## src/rtl/core/nsnp_pkg.sv

```systemverilog
// ----------------------------------------------------------------------------
// nsnp_pkg: shared types and constants of the node-status name parser
// Constants of the reply layout, queue sizing and the record handed from the
// byte parser to the name trimmer.
// ----------------------------------------------------------------------------
package nsnp_pkg;

   // default byte budget of one reply
   localparam int MAX_REPLY = 2048;

   // reply layout
   localparam int NAME_LEN   = 15;   // name bytes in one entry
   localparam int HEADER_LEN = 12;   // fixed header ahead of the question name
   localparam int ENTRY_LEN  = 18;   // name, suffix, flags, one spare byte
   localparam int SUFFIX_IDX = 15;   // entry byte holding the suffix
   localparam int FLAGS_IDX  = 16;   // entry byte holding the flags

   localparam logic [7:0] LABEL_PTR_MASK = 8'hC0;  // both top bits: pointer label
   localparam logic [7:0] SUFFIX_WS      = 8'h20;  // workstation suffix
   localparam logic [7:0] SUFFIX_ZERO    = 8'h00;
   localparam logic [7:0] FIXED_SKIP     = 8'd10;  // type, class, ttl, rdlength
   localparam logic [7:0] PTR_SKIP       = 8'd11;  // pointer low byte plus the above

   // depth of the queue between parser and trimmer
   localparam int FIFO_DEPTH = 2;

   // one finished reply, as seen by the trimmer
   typedef struct packed {
      logic                         found;
      logic [NAME_LEN-1:0][7:0]     name;   // byte 0 is the first character
   } rec_type;

endpackage

```

## src/rtl/core/nsnp_front.sv

```systemverilog
// ----------------------------------------------------------------------------
// nsnp_front: reply byte parser
// Walks header, question name, fixed fields, entry count and entries one byte
// per cycle; on the last byte of a reply it emits a record and restarts.
// ----------------------------------------------------------------------------
module nsnp_front #(
   parameter int MaxReply = nsnp_pkg::MAX_REPLY
) (
   input  logic              clock,
   input  logic              reset,
   input  logic              in_valid,
   input  logic [7:0]        in_byte,
   input  logic              in_last,
   output logic              rec_valid,
   output nsnp_pkg::rec_type rec_data
);

   localparam int OFF_W = $clog2(MaxReply + 1);
   localparam int IDX_W = $clog2(nsnp_pkg::ENTRY_LEN);
   localparam int BUF_W = $clog2(nsnp_pkg::NAME_LEN);

   typedef enum logic [6:0] {
      PH_HEADER     = 7'b0000001,
      PH_LABEL      = 7'b0000010,
      PH_SKIP_LABEL = 7'b0000100,
      PH_SKIP_FIXED = 7'b0001000,
      PH_COUNT      = 7'b0010000,
      PH_ENTRY      = 7'b0100000,
      PH_DONE       = 7'b1000000
   } phase_type;

   logic [OFF_W-1:0] off_ff, off_in;
   phase_type        phase_ff, phase_in;
   logic [7:0]       skip_ff, skip_in;
   logic [7:0]       count_ff, count_in;
   logic [IDX_W-1:0] idx_ff, idx_in;
   logic             ok_ff, ok_in;
   logic             found_ff, found_in;
   logic [7:0]       ebuf_ff [nsnp_pkg::NAME_LEN];
   logic [nsnp_pkg::NAME_LEN-1:0][7:0] chosen_ff;
   logic             ebuf_we;
   logic             copy_en;
   logic [7:0]       skip_dec;
   logic [7:0]       count_dec;
   logic [nsnp_pkg::NAME_LEN-1:0][7:0] ebuf_flat;

   assign skip_dec  = (skip_ff  != 8'd0) ? skip_ff  - 8'd1 : 8'd0;
   assign count_dec = (count_ff != 8'd0) ? count_ff - 8'd1 : 8'd0;

   always_comb begin
      for (int i = 0; i < nsnp_pkg::NAME_LEN; i++) begin
         ebuf_flat[i] = ebuf_ff[i];
      end
   end

   // parse step for one word
   always_comb begin
      off_in   = off_ff;
      phase_in = phase_ff;
      skip_in  = skip_ff;
      count_in = count_ff;
      idx_in   = idx_ff;
      ok_in    = ok_ff;
      found_in = found_ff;
      ebuf_we  = 1'b0;
      copy_en  = 1'b0;
      if (in_valid && (off_ff < OFF_W'(MaxReply))) begin
         off_in = off_ff + OFF_W'(1);
         unique case (phase_ff)
            PH_HEADER: begin
               if (off_ff >= OFF_W'(nsnp_pkg::HEADER_LEN - 1)) begin
                  phase_in = PH_LABEL;
               end
            end
            PH_LABEL: begin
               priority if (in_byte == 8'd0) begin
                  skip_in  = nsnp_pkg::FIXED_SKIP;
                  phase_in = PH_SKIP_FIXED;
               end else if ((in_byte & nsnp_pkg::LABEL_PTR_MASK) == nsnp_pkg::LABEL_PTR_MASK) begin
                  skip_in  = nsnp_pkg::PTR_SKIP;
                  phase_in = PH_SKIP_FIXED;
               end else begin
                  skip_in  = in_byte;
                  phase_in = PH_SKIP_LABEL;
               end
            end
            PH_SKIP_LABEL: begin
               skip_in = skip_dec;
               if (skip_dec == 8'd0) begin
                  phase_in = PH_LABEL;
               end
            end
            PH_SKIP_FIXED: begin
               skip_in = skip_dec;
               if (skip_dec == 8'd0) begin
                  phase_in = PH_COUNT;
               end
            end
            PH_COUNT: begin
               count_in = in_byte;
               idx_in   = '0;
               phase_in = (in_byte != 8'd0) ? PH_ENTRY : PH_DONE;
            end
            PH_ENTRY: begin
               priority if (idx_ff < IDX_W'(nsnp_pkg::SUFFIX_IDX)) begin
                  ebuf_we = 1'b1;
                  idx_in  = idx_ff + IDX_W'(1);
               end else if (idx_ff == IDX_W'(nsnp_pkg::SUFFIX_IDX)) begin
                  ok_in  = (in_byte == nsnp_pkg::SUFFIX_ZERO) ||
                           (in_byte == nsnp_pkg::SUFFIX_WS);
                  idx_in = idx_ff + IDX_W'(1);
               end else if (idx_ff == IDX_W'(nsnp_pkg::FLAGS_IDX)) begin
                  // group names do not qualify
                  if (in_byte[7]) begin
                     ok_in = 1'b0;
                  end
                  idx_in = idx_ff + IDX_W'(1);
               end else begin
                  if (ok_ff) begin
                     copy_en  = 1'b1;
                     found_in = 1'b1;
                     phase_in = PH_DONE;
                  end else begin
                     idx_in   = '0;
                     count_in = count_dec;
                     if (count_dec == 8'd0) begin
                        phase_in = PH_DONE;
                     end
                  end
               end
            end
            PH_DONE: begin
            end
            default: begin
            end
         endcase
      end

      // record reflects the state after this word
      rec_valid     = in_valid && in_last;
      rec_data.found = found_in;
      rec_data.name  = copy_en ? ebuf_flat : chosen_ff;

      // end of reply: back to reset state
      if (in_valid && in_last) begin
         off_in   = '0;
         phase_in = PH_HEADER;
         skip_in  = '0;
         count_in = '0;
         idx_in   = '0;
         ok_in    = 1'b0;
         found_in = 1'b0;
      end
   end

   // control state
   always_ff @(posedge clock) begin
      if (reset) begin
         off_ff   <= '0;
         phase_ff <= PH_HEADER;
         skip_ff  <= '0;
         count_ff <= '0;
         idx_ff   <= '0;
         ok_ff    <= 1'b0;
         found_ff <= 1'b0;
      end else begin
         off_ff   <= off_in;
         phase_ff <= phase_in;
         skip_ff  <= skip_in;
         count_ff <= count_in;
         idx_ff   <= idx_in;
         ok_ff    <= ok_in;
         found_ff <= found_in;
      end
   end

   // entry name buffer and chosen name
   always_ff @(posedge clock) begin
      if (ebuf_we) begin
         ebuf_ff[idx_ff[BUF_W-1:0]] <= in_byte;
      end
      if (copy_en) begin
         chosen_ff <= ebuf_flat;
      end
   end

   a_restart: assert property (@(posedge clock) disable iff (reset)
      (in_valid && in_last) |=> (phase_ff == PH_HEADER && off_ff == '0 && !found_ff))
      else $error("parser did not restart after end of reply");

   a_found_done: assert property (@(posedge clock) disable iff (reset)
      found_ff |-> (phase_ff == PH_DONE))
      else $error("found name while still parsing");

   a_idx_range: assert property (@(posedge clock) disable iff (reset)
      (phase_ff == PH_ENTRY) |-> (idx_ff < IDX_W'(nsnp_pkg::ENTRY_LEN)))
      else $error("entry byte index out of range");

endmodule

```

## src/rtl/core/nsnp_fifo.sv

```systemverilog
// ----------------------------------------------------------------------------
// nsnp_fifo: record queue
// Short queue of finished reply records between parser and trimmer.
// ----------------------------------------------------------------------------
module nsnp_fifo #(
   parameter int Depth = nsnp_pkg::FIFO_DEPTH
) (
   input  logic              clock,
   input  logic              reset,
   input  logic              wr,
   input  nsnp_pkg::rec_type wr_data,
   output logic              full,
   input  logic              rd,
   output nsnp_pkg::rec_type rd_data,
   output logic              not_empty
);

   localparam int PTR_W = (Depth > 1) ? $clog2(Depth) : 1;
   localparam int CNT_W = $clog2(Depth + 1);

   nsnp_pkg::rec_type mem_ff [Depth];
   logic [PTR_W-1:0]  wr_ptr_ff, wr_ptr_in;
   logic [PTR_W-1:0]  rd_ptr_ff, rd_ptr_in;
   logic [CNT_W-1:0]  cnt_ff, cnt_in;
   logic              do_wr, do_rd;

   assign full      = (cnt_ff == CNT_W'(Depth));
   assign not_empty = (cnt_ff != '0);
   assign do_wr     = wr && !full;
   assign do_rd     = rd && not_empty;
   assign rd_data   = mem_ff[rd_ptr_ff];

   // pointer and fill count
   always_comb begin
      wr_ptr_in = wr_ptr_ff;
      rd_ptr_in = rd_ptr_ff;
      cnt_in    = cnt_ff;
      if (do_wr) begin
         wr_ptr_in = (wr_ptr_ff == PTR_W'(Depth - 1)) ? '0 : wr_ptr_ff + PTR_W'(1);
      end
      if (do_rd) begin
         rd_ptr_in = (rd_ptr_ff == PTR_W'(Depth - 1)) ? '0 : rd_ptr_ff + PTR_W'(1);
      end
      if (do_wr && !do_rd) begin
         cnt_in = cnt_ff + CNT_W'(1);
      end else if (do_rd && !do_wr) begin
         cnt_in = cnt_ff - CNT_W'(1);
      end
   end

   always_ff @(posedge clock) begin
      if (reset) begin
         wr_ptr_ff <= '0;
         rd_ptr_ff <= '0;
         cnt_ff    <= '0;
      end else begin
         wr_ptr_ff <= wr_ptr_in;
         rd_ptr_ff <= rd_ptr_in;
         cnt_ff    <= cnt_in;
      end
   end

   // storage
   always_ff @(posedge clock) begin
      if (do_wr) begin
         mem_ff[wr_ptr_ff] <= wr_data;
      end
   end

   a_no_overflow: assert property (@(posedge clock) disable iff (reset)
      cnt_ff <= CNT_W'(Depth))
      else $error("record queue fill count beyond depth");

endmodule

```

## src/rtl/core/nsnp_trim.sv

```systemverilog
// ----------------------------------------------------------------------------
// nsnp_trim: name trimmer
// Two stages: mark the characters that survive trimming, then align the
// trimmed name to byte 0 and hold it in the result register.
// ----------------------------------------------------------------------------
module nsnp_trim (
   input  logic              clock,
   input  logic              reset,
   input  logic              rec_valid,
   input  nsnp_pkg::rec_type rec_data,
   output logic              rec_pop,
   output logic              out_valid,
   input  logic              out_pop,
   output logic              out_found,
   output logic [3:0]        out_length,
   output logic [63:0]       out_head,
   output logic [55:0]       out_tail
);

   localparam int N = nsnp_pkg::NAME_LEN;

   function automatic logic is_space(input logic [7:0] c);
      return (c == 8'h20) || ((c >= 8'h09) && (c <= 8'h0D)) ||
             (c == 8'h85) || (c == 8'hA0);
   endfunction

   logic             a_valid_ff, a_valid_in;
   logic             a_found_ff;
   logic [N-1:0][7:0] a_name_ff;
   logic [N-1:0]     a_ns_ff;
   logic             o_valid_ff, o_valid_in;
   logic             o_found_ff;
   logic [3:0]       o_len_ff;
   logic [63:0]      o_head_ff;
   logic [55:0]      o_tail_ff;

   logic [N-1:0]     keep;
   logic [N-1:0]     ns;
   logic             a_move;
   logic             take_out;
   logic [N-1:0]     below;
   logic [N-1:0]     fill;
   logic [3:0]       start;
   logic [3:0]       stop;
   logic [3:0]       len;
   logic [N*8-1:0]   shifted;
   logic [N*8-1:0]   masked;

   // stage A: survivors are non-space bytes at or before the last non-space, non-NUL byte
   always_comb begin
      for (int i = 0; i < N; i++) begin
         keep[i] = (rec_data.name[i] != 8'h20) && (rec_data.name[i] != 8'h00);
      end
      for (int i = 0; i < N; i++) begin
         ns[i] = rec_data.found && !is_space(rec_data.name[i]) && (|(keep >> i));
      end
   end

   // handshake between stages
   assign take_out   = out_pop && o_valid_ff;
   assign a_move     = a_valid_ff && (!o_valid_ff || take_out);
   assign rec_pop    = rec_valid && (!a_valid_ff || a_move);
   assign a_valid_in = rec_pop ? 1'b1 : (a_move ? 1'b0 : a_valid_ff);
   assign o_valid_in = a_move ? 1'b1 : (take_out ? 1'b0 : o_valid_ff);

   // stage B: bounds of the trimmed name, then align and clear the rest
   always_comb begin
      below = (a_ns_ff & (~a_ns_ff + N'(1))) - N'(1);
      for (int i = 0; i < N; i++) begin
         fill[i] = |(a_ns_ff >> i);
      end
      start   = 4'($countones(below));
      stop    = 4'($countones(fill));
      len     = (a_ns_ff == '0) ? 4'd0 : stop - start;
      shifted = a_name_ff >> {start, 3'b000};
      for (int p = 0; p < N; p++) begin
         masked[p*8 +: 8] = (4'(p) < len) ? shifted[p*8 +: 8] : 8'h00;
      end
   end

   always_ff @(posedge clock) begin
      if (reset) begin
         a_valid_ff <= 1'b0;
         o_valid_ff <= 1'b0;
      end else begin
         a_valid_ff <= a_valid_in;
         o_valid_ff <= o_valid_in;
      end
   end

   // payload
   always_ff @(posedge clock) begin
      if (rec_pop) begin
         a_found_ff <= rec_data.found;
         a_name_ff  <= rec_data.name;
         a_ns_ff    <= ns;
      end
      if (a_move) begin
         o_found_ff <= a_found_ff;
         o_len_ff   <= len;
         o_head_ff  <= masked[63:0];
         o_tail_ff  <= masked[N*8-1:64];
      end
   end

   assign out_valid  = o_valid_ff;
   assign out_found  = o_found_ff;
   assign out_length = o_len_ff;
   assign out_head   = o_head_ff;
   assign out_tail   = o_tail_ff;

   a_none_empty: assert property (@(posedge clock) disable iff (reset)
      (o_valid_ff && !o_found_ff) |-> (o_len_ff == 4'd0 && o_head_ff == '0 && o_tail_ff == '0))
      else $error("result without a name carries characters");

endmodule

```

## src/rtl/core/netbios_status_name_parser.sv

```systemverilog
// Path: a reply's record is held in the queue, then in trimmer stage A, then in the result register on the rsp ports.
// Throughput: one reply byte per cycle while full is low; full rises only when FifoDepth finished
// records wait in the queue behind one record in the trimmer and an untaken result.
// Reset: synchronous, active high; clears parse state, queue and result valid.
// ----------------------------------------------------------------------------
// netbios_status_name_parser: node-status reply name extractor
// Parses a node-status reply byte stream and returns the trimmed name of the
// first unique workstation entry, one result per reply.
// ----------------------------------------------------------------------------
module netbios_status_name_parser #(
   parameter int MaxReply  = nsnp_pkg::MAX_REPLY,
   parameter int FifoDepth = nsnp_pkg::FIFO_DEPTH
) (
   input  logic        clock,
   input  logic        reset,
   input  logic        push,
   output logic        full,
   input  logic [7:0]  req_reply_byte,
   input  logic        req_end_of_reply,
   output logic        empty,
   input  logic        pop,
   output logic        rsp_name_found,
   output logic [3:0]  rsp_name_length,
   output logic [63:0] rsp_name_head,
   output logic [55:0] rsp_name_tail
);

   logic              accept;
   logic              rec_wr;
   nsnp_pkg::rec_type rec_wr_data;
   logic              rec_rd;
   nsnp_pkg::rec_type rec_rd_data;
   logic              rec_avail;
   logic              out_valid;

   assign accept = push && !full;
   assign empty  = !out_valid;

   nsnp_front #(
      .MaxReply (MaxReply)
   ) u_front (
      .clock     (clock),
      .reset     (reset),
      .in_valid  (accept),
      .in_byte   (req_reply_byte),
      .in_last   (req_end_of_reply),
      .rec_valid (rec_wr),
      .rec_data  (rec_wr_data)
   );

   nsnp_fifo #(
      .Depth (FifoDepth)
   ) u_fifo (
      .clock     (clock),
      .reset     (reset),
      .wr        (rec_wr),
      .wr_data   (rec_wr_data),
      .full      (full),
      .rd        (rec_rd),
      .rd_data   (rec_rd_data),
      .not_empty (rec_avail)
   );

   nsnp_trim u_trim (
      .clock      (clock),
      .reset      (reset),
      .rec_valid  (rec_avail),
      .rec_data   (rec_rd_data),
      .rec_pop    (rec_rd),
      .out_valid  (out_valid),
      .out_pop    (pop),
      .out_found  (rsp_name_found),
      .out_length (rsp_name_length),
      .out_head   (rsp_name_head),
      .out_tail   (rsp_name_tail)
   );

endmodule
```

## config.mk

```make
export PLATFORM = sky130hd
export DESIGN_NAME = netbios_status_name_parser
export DESIGN_NICKNAME = d
export VERILOG_FILES = /design/src/rtl/core/nsnp_pkg.sv /design/src/rtl/core/nsnp_front.sv /design/src/rtl/core/nsnp_fifo.sv /design/src/rtl/core/nsnp_trim.sv /design/src/rtl/core/netbios_status_name_parser.sv
export SDC_FILE = /design/constraint.sdc
export NUM_CORES = 1
export LEC_CHECK = 0
export BUFFER_PORTS_ARGS = -buffer_cell sky130_fd_sc_hd__clkbuf_2
export CAP_MARGIN = 10
export CELL_PAD_IN_SITES_DETAIL_PLACEMENT = 2
export CELL_PAD_IN_SITES_GLOBAL_PLACEMENT = 2
export CORE_MARGIN = 2
export CORE_UTILIZATION = 35
export DETAILED_ROUTE_END_ITERATION = 6
export PLACE_DENSITY = 0.65
export SETUP_SLACK_MARGIN = 0.02
export SLEW_MARGIN = 20
export SYNTH_ARGS = -nofsm -noshare
export SYNTH_HDL_FRONTEND = slang
export SYNTH_SLANG_ARGS = --single-unit
```

## constraint.sdc

```tcl
create_clock -name clock -period 9.6 [get_ports clock]
set_input_delay 1.44 -clock clock [delete_from_list [all_inputs] [get_ports clock]]
set_output_delay 1.44 -clock clock [all_outputs]
set_load 0.02 [all_outputs]
```

==> run metrics <==
status=finished clean; PortBufs=139; Rel. slew slack=27.90%; synth unique cells=74; Core Footprint=0.09799 mm^2; CP Max Fanout=8; worst r2r dst=u_trim.out_tail[11]$_SDFFCE_PP0P_; Worst path max stage delay=640 ps; Filler cells=9,749; Rows=approximately 120; Max-Cap Viols=0; largest net degree at the start of global routing=between 90 and 100; GRT Total Usage=between 20% and 30%; top cell type's share of synthesized area=between 50 and 60%; CTS H-tree depth=3; total gr overflow=0; syn_area_per_cell=approximately 13 um^2; CP endpoint=u_trim.out_tail[11]$_SDFFCE_PP0P_; net count after synthesis=about 2,700; Post-synth EDFFs=623; clock root buffer=clkbuf_16; Inserted Clock Buffers=between 80 and 90; RSZ-0062 raised after global routing=false; first-pass GRT wire length=~160,000 um; Post-synth ARST share=0%; drt drc=0; Layout Utilization=about two fifths; Area Growth Syn to Fin=15.26%; R2R Setup Slk=~400 ps; synth warn=0; CTS sink cnt=~790; R2R depth=28; Placer Congestion=between 0.8 and 0.9; top_reg_cell synth=edfxtp_1; die area=~0.10 mm^2; initial antenna violation count=3; FF-to-FF Start=u_trim.a_ns_ff[0]$_DFFE_PP_; most frequent cells in the layout=623 x edfxtp_1, 260 x nor2_1, 168 x dfxtp_1, 162 x nand2_1, 150 x mux2i_1; Worst Path Required=10,120 ps; Post-Syn Area=approximately 0.034 mm^2; via-per-instance ratio=5.277; WS Path Type=flop to flop; worst min-delay path class=flop to flop; 1st-iter DRT viols=1,452; Starting Density=a little over a third; Total Wirelength=108,500 um; Max Slew Vio Count=0; max frequency=0.1086 GHz; Worst-Skew Late Latency=between 600 and 700 ps; I/O pin count=between 100 and 150; leading post-synthesis cells by cell area=edfxtp_1 54%, dfxtp_1 9.8%, mux2i_1 4.4%; CTS tree=built; final setup violation count=0; fin crit period=slightly above 9000 ps; Most common cell on crit path=fa_1; vias in the first global route=between 20,000 and 25,000; Final Hold Fails=0; Worst Max-Slew Pin Slew=about 1100 ps; fin nets=about 2,800; via count=21,660; CTS Buffer Depth=3; sequential area share after synthesis=between 60% and 70%; Synth Instances=between 2,000 and 3,000; Post-CTS Hold Fix Bufs=0; antenna-violating nets left=0; most common cell after layout, fill and taps aside=edfxtp_1; cell accounting for the most synthesized area=edfxtp_1; share of cells above drive strength 1=21.22%; Chip Height=roughly 320 um; CP max stage cell=fa_4; crit path launch=u_trim.a_ns_ff[0]$_DFFE_PP_; Setup Skew=about 33 ps; Die W=317.7 um; Pre-antenna DRT Iters=5; Clock Pin Slew Worst Setup and Hold Paths=about 70 ps; post-synthesis register bit count=between 700 and 800; routed len/inst=between 20 and 30 um; CP arrival=~9700 ps; fin crit share=a little over nine tenths; hpwl dp=between 70,000 and 80,000 um; Startpoint Class=flop; Critical Path Sink Type=flop
==> state kept, by name, summed over array words and instances (netlist names), 5 cells and up, named ones only <==
register / cells
u_front.ebuf_ff: 120
u_front.chosen_ff: 120
u_trim.out_head: 64
u_trim.a_ns_ff: 15
u_front.count_ff: 8
u_fifo.mem_ff: 242
u_front.off_ff: 12
u_front.skip_ff: 8
u_trim.a_name_ff: 120
u_front.idx_ff: 5
u_trim.out_tail: 56
u_front.phase_ff: 7
==> Yosys cell counts (all sizes together) (17+ instances only) <==
cell type and instances:
a211oi 43, nand3 50, edfxtp 623, o21ai 112, xor2 17, mux2 215, nand2 162, nor2b 27
inv 115, nor2 264, nor3 55, ha 31, or3 17, nor4 19, fa 21, mux2i 150
xnor2 18, a21oi 129, buf 50, nor3b 17, clkbuf 69, dfxtp 169
==> metrics by stage <==
step | setup TNS [ps] | setup WS [ps] | hold WS, ps | cell area (um^2) | std cells
finish | 0 | 392.6 | 431.8 | 39690 | 4104
global route | 0 | 22.96 | 443.7 | 39680 | 4101
CTS | 0 | 98.04 | 438.2 | 39580 | 4099
detailed placement | -816.9 | -140.8 | 424.7 | 36570 | 3937
global placement | 0 | 294.6 | 404.8 | 36570 | 3937
floorplan | 0 | 1090 | 400.3 | 34430 | 2589
==> worst min path at each step <==
stage	startpoint	endpoint	slack [ps]	cells past startpoint
detailed placement	u_trim.a_found_ff$_DFFE_PP_	u_trim.out_found$_DFFE_PP_	420	0
CTS	u_trim.a_found_ff$_DFFE_PP_	u_trim.out_found$_DFFE_PP_	440	0
global route	u_trim.a_found_ff$_DFFE_PP_	u_trim.out_found$_DFFE_PP_	440	0
global placement	u_trim.a_found_ff$_DFFE_PP_	u_trim.out_found$_DFFE_PP_	400	0
finish	u_trim.a_found_ff$_DFFE_PP_	u_trim.out_found$_DFFE_PP_	430	0
floorplan	u_trim.a_found_ff$_DFFE_PP_	u_trim.out_found$_DFFE_PP_	400	0
==> worst max-delay path: cells and delay by family, from the launching register on <==
kind            cells  cell delay [ps]
compound gates      3              770
xor+xnor            1              180
fa+ha+maj          10             4820
buf+inv             6              450
flops               1              420
simple gates        8             2380
==> kinds of logic (layout without fill, tap and decap cells) <==
| logic type | after synthesis | in the layout | synth area share, % |
|---|---|---|---|
| xor+xnor | 35 | 35 | 0.8903 |
| compound gates | 398 | 398 | 7.042 |
| fa+ha+maj | 52 | 52 | 2.347 |
| buf+inv | 234 | 459 | 2.954 |
| flops | 792 | 792 | 64.16 |
| mux | 373 | 373 | 12.90 |
| simple gates | 705 | 705 | 9.710 |
| other cells | 0 | 3 | 0 |
==> cell type report <==
cell class	count	area, um^2	share of cell area [%]
antenna	3	7.507	0.01892
clock buffer	108	2366	5.962
clock inverter	54	633.1	1.595
inverter	115	435.4	1.097
multi-input combinational	1563	11520	29.03
sequential	792	22090	55.67
tap	1287	1610	4.057
timing repair buffer	182	1018	2.566
==> layer usage <==
layer  up-vias  wire, um  global-route usage [%]
met4         0      3605                   7.640
li1       9873         -                       -
met2       435     51470                   35.22
met1     11190     49050                   28.68
met3       158      4423                   3.076
met5         -         0                       0
==> what timing repair did <==
item                       CTS  global route
resized for setup            2            13
setup endpoints to repair   44            84
pin swaps                    0             2
buffers inserted             0             2
Power is not shown: default switching activity piles up to over one toggle a cycle in this logic, so the estimate is an artifact.
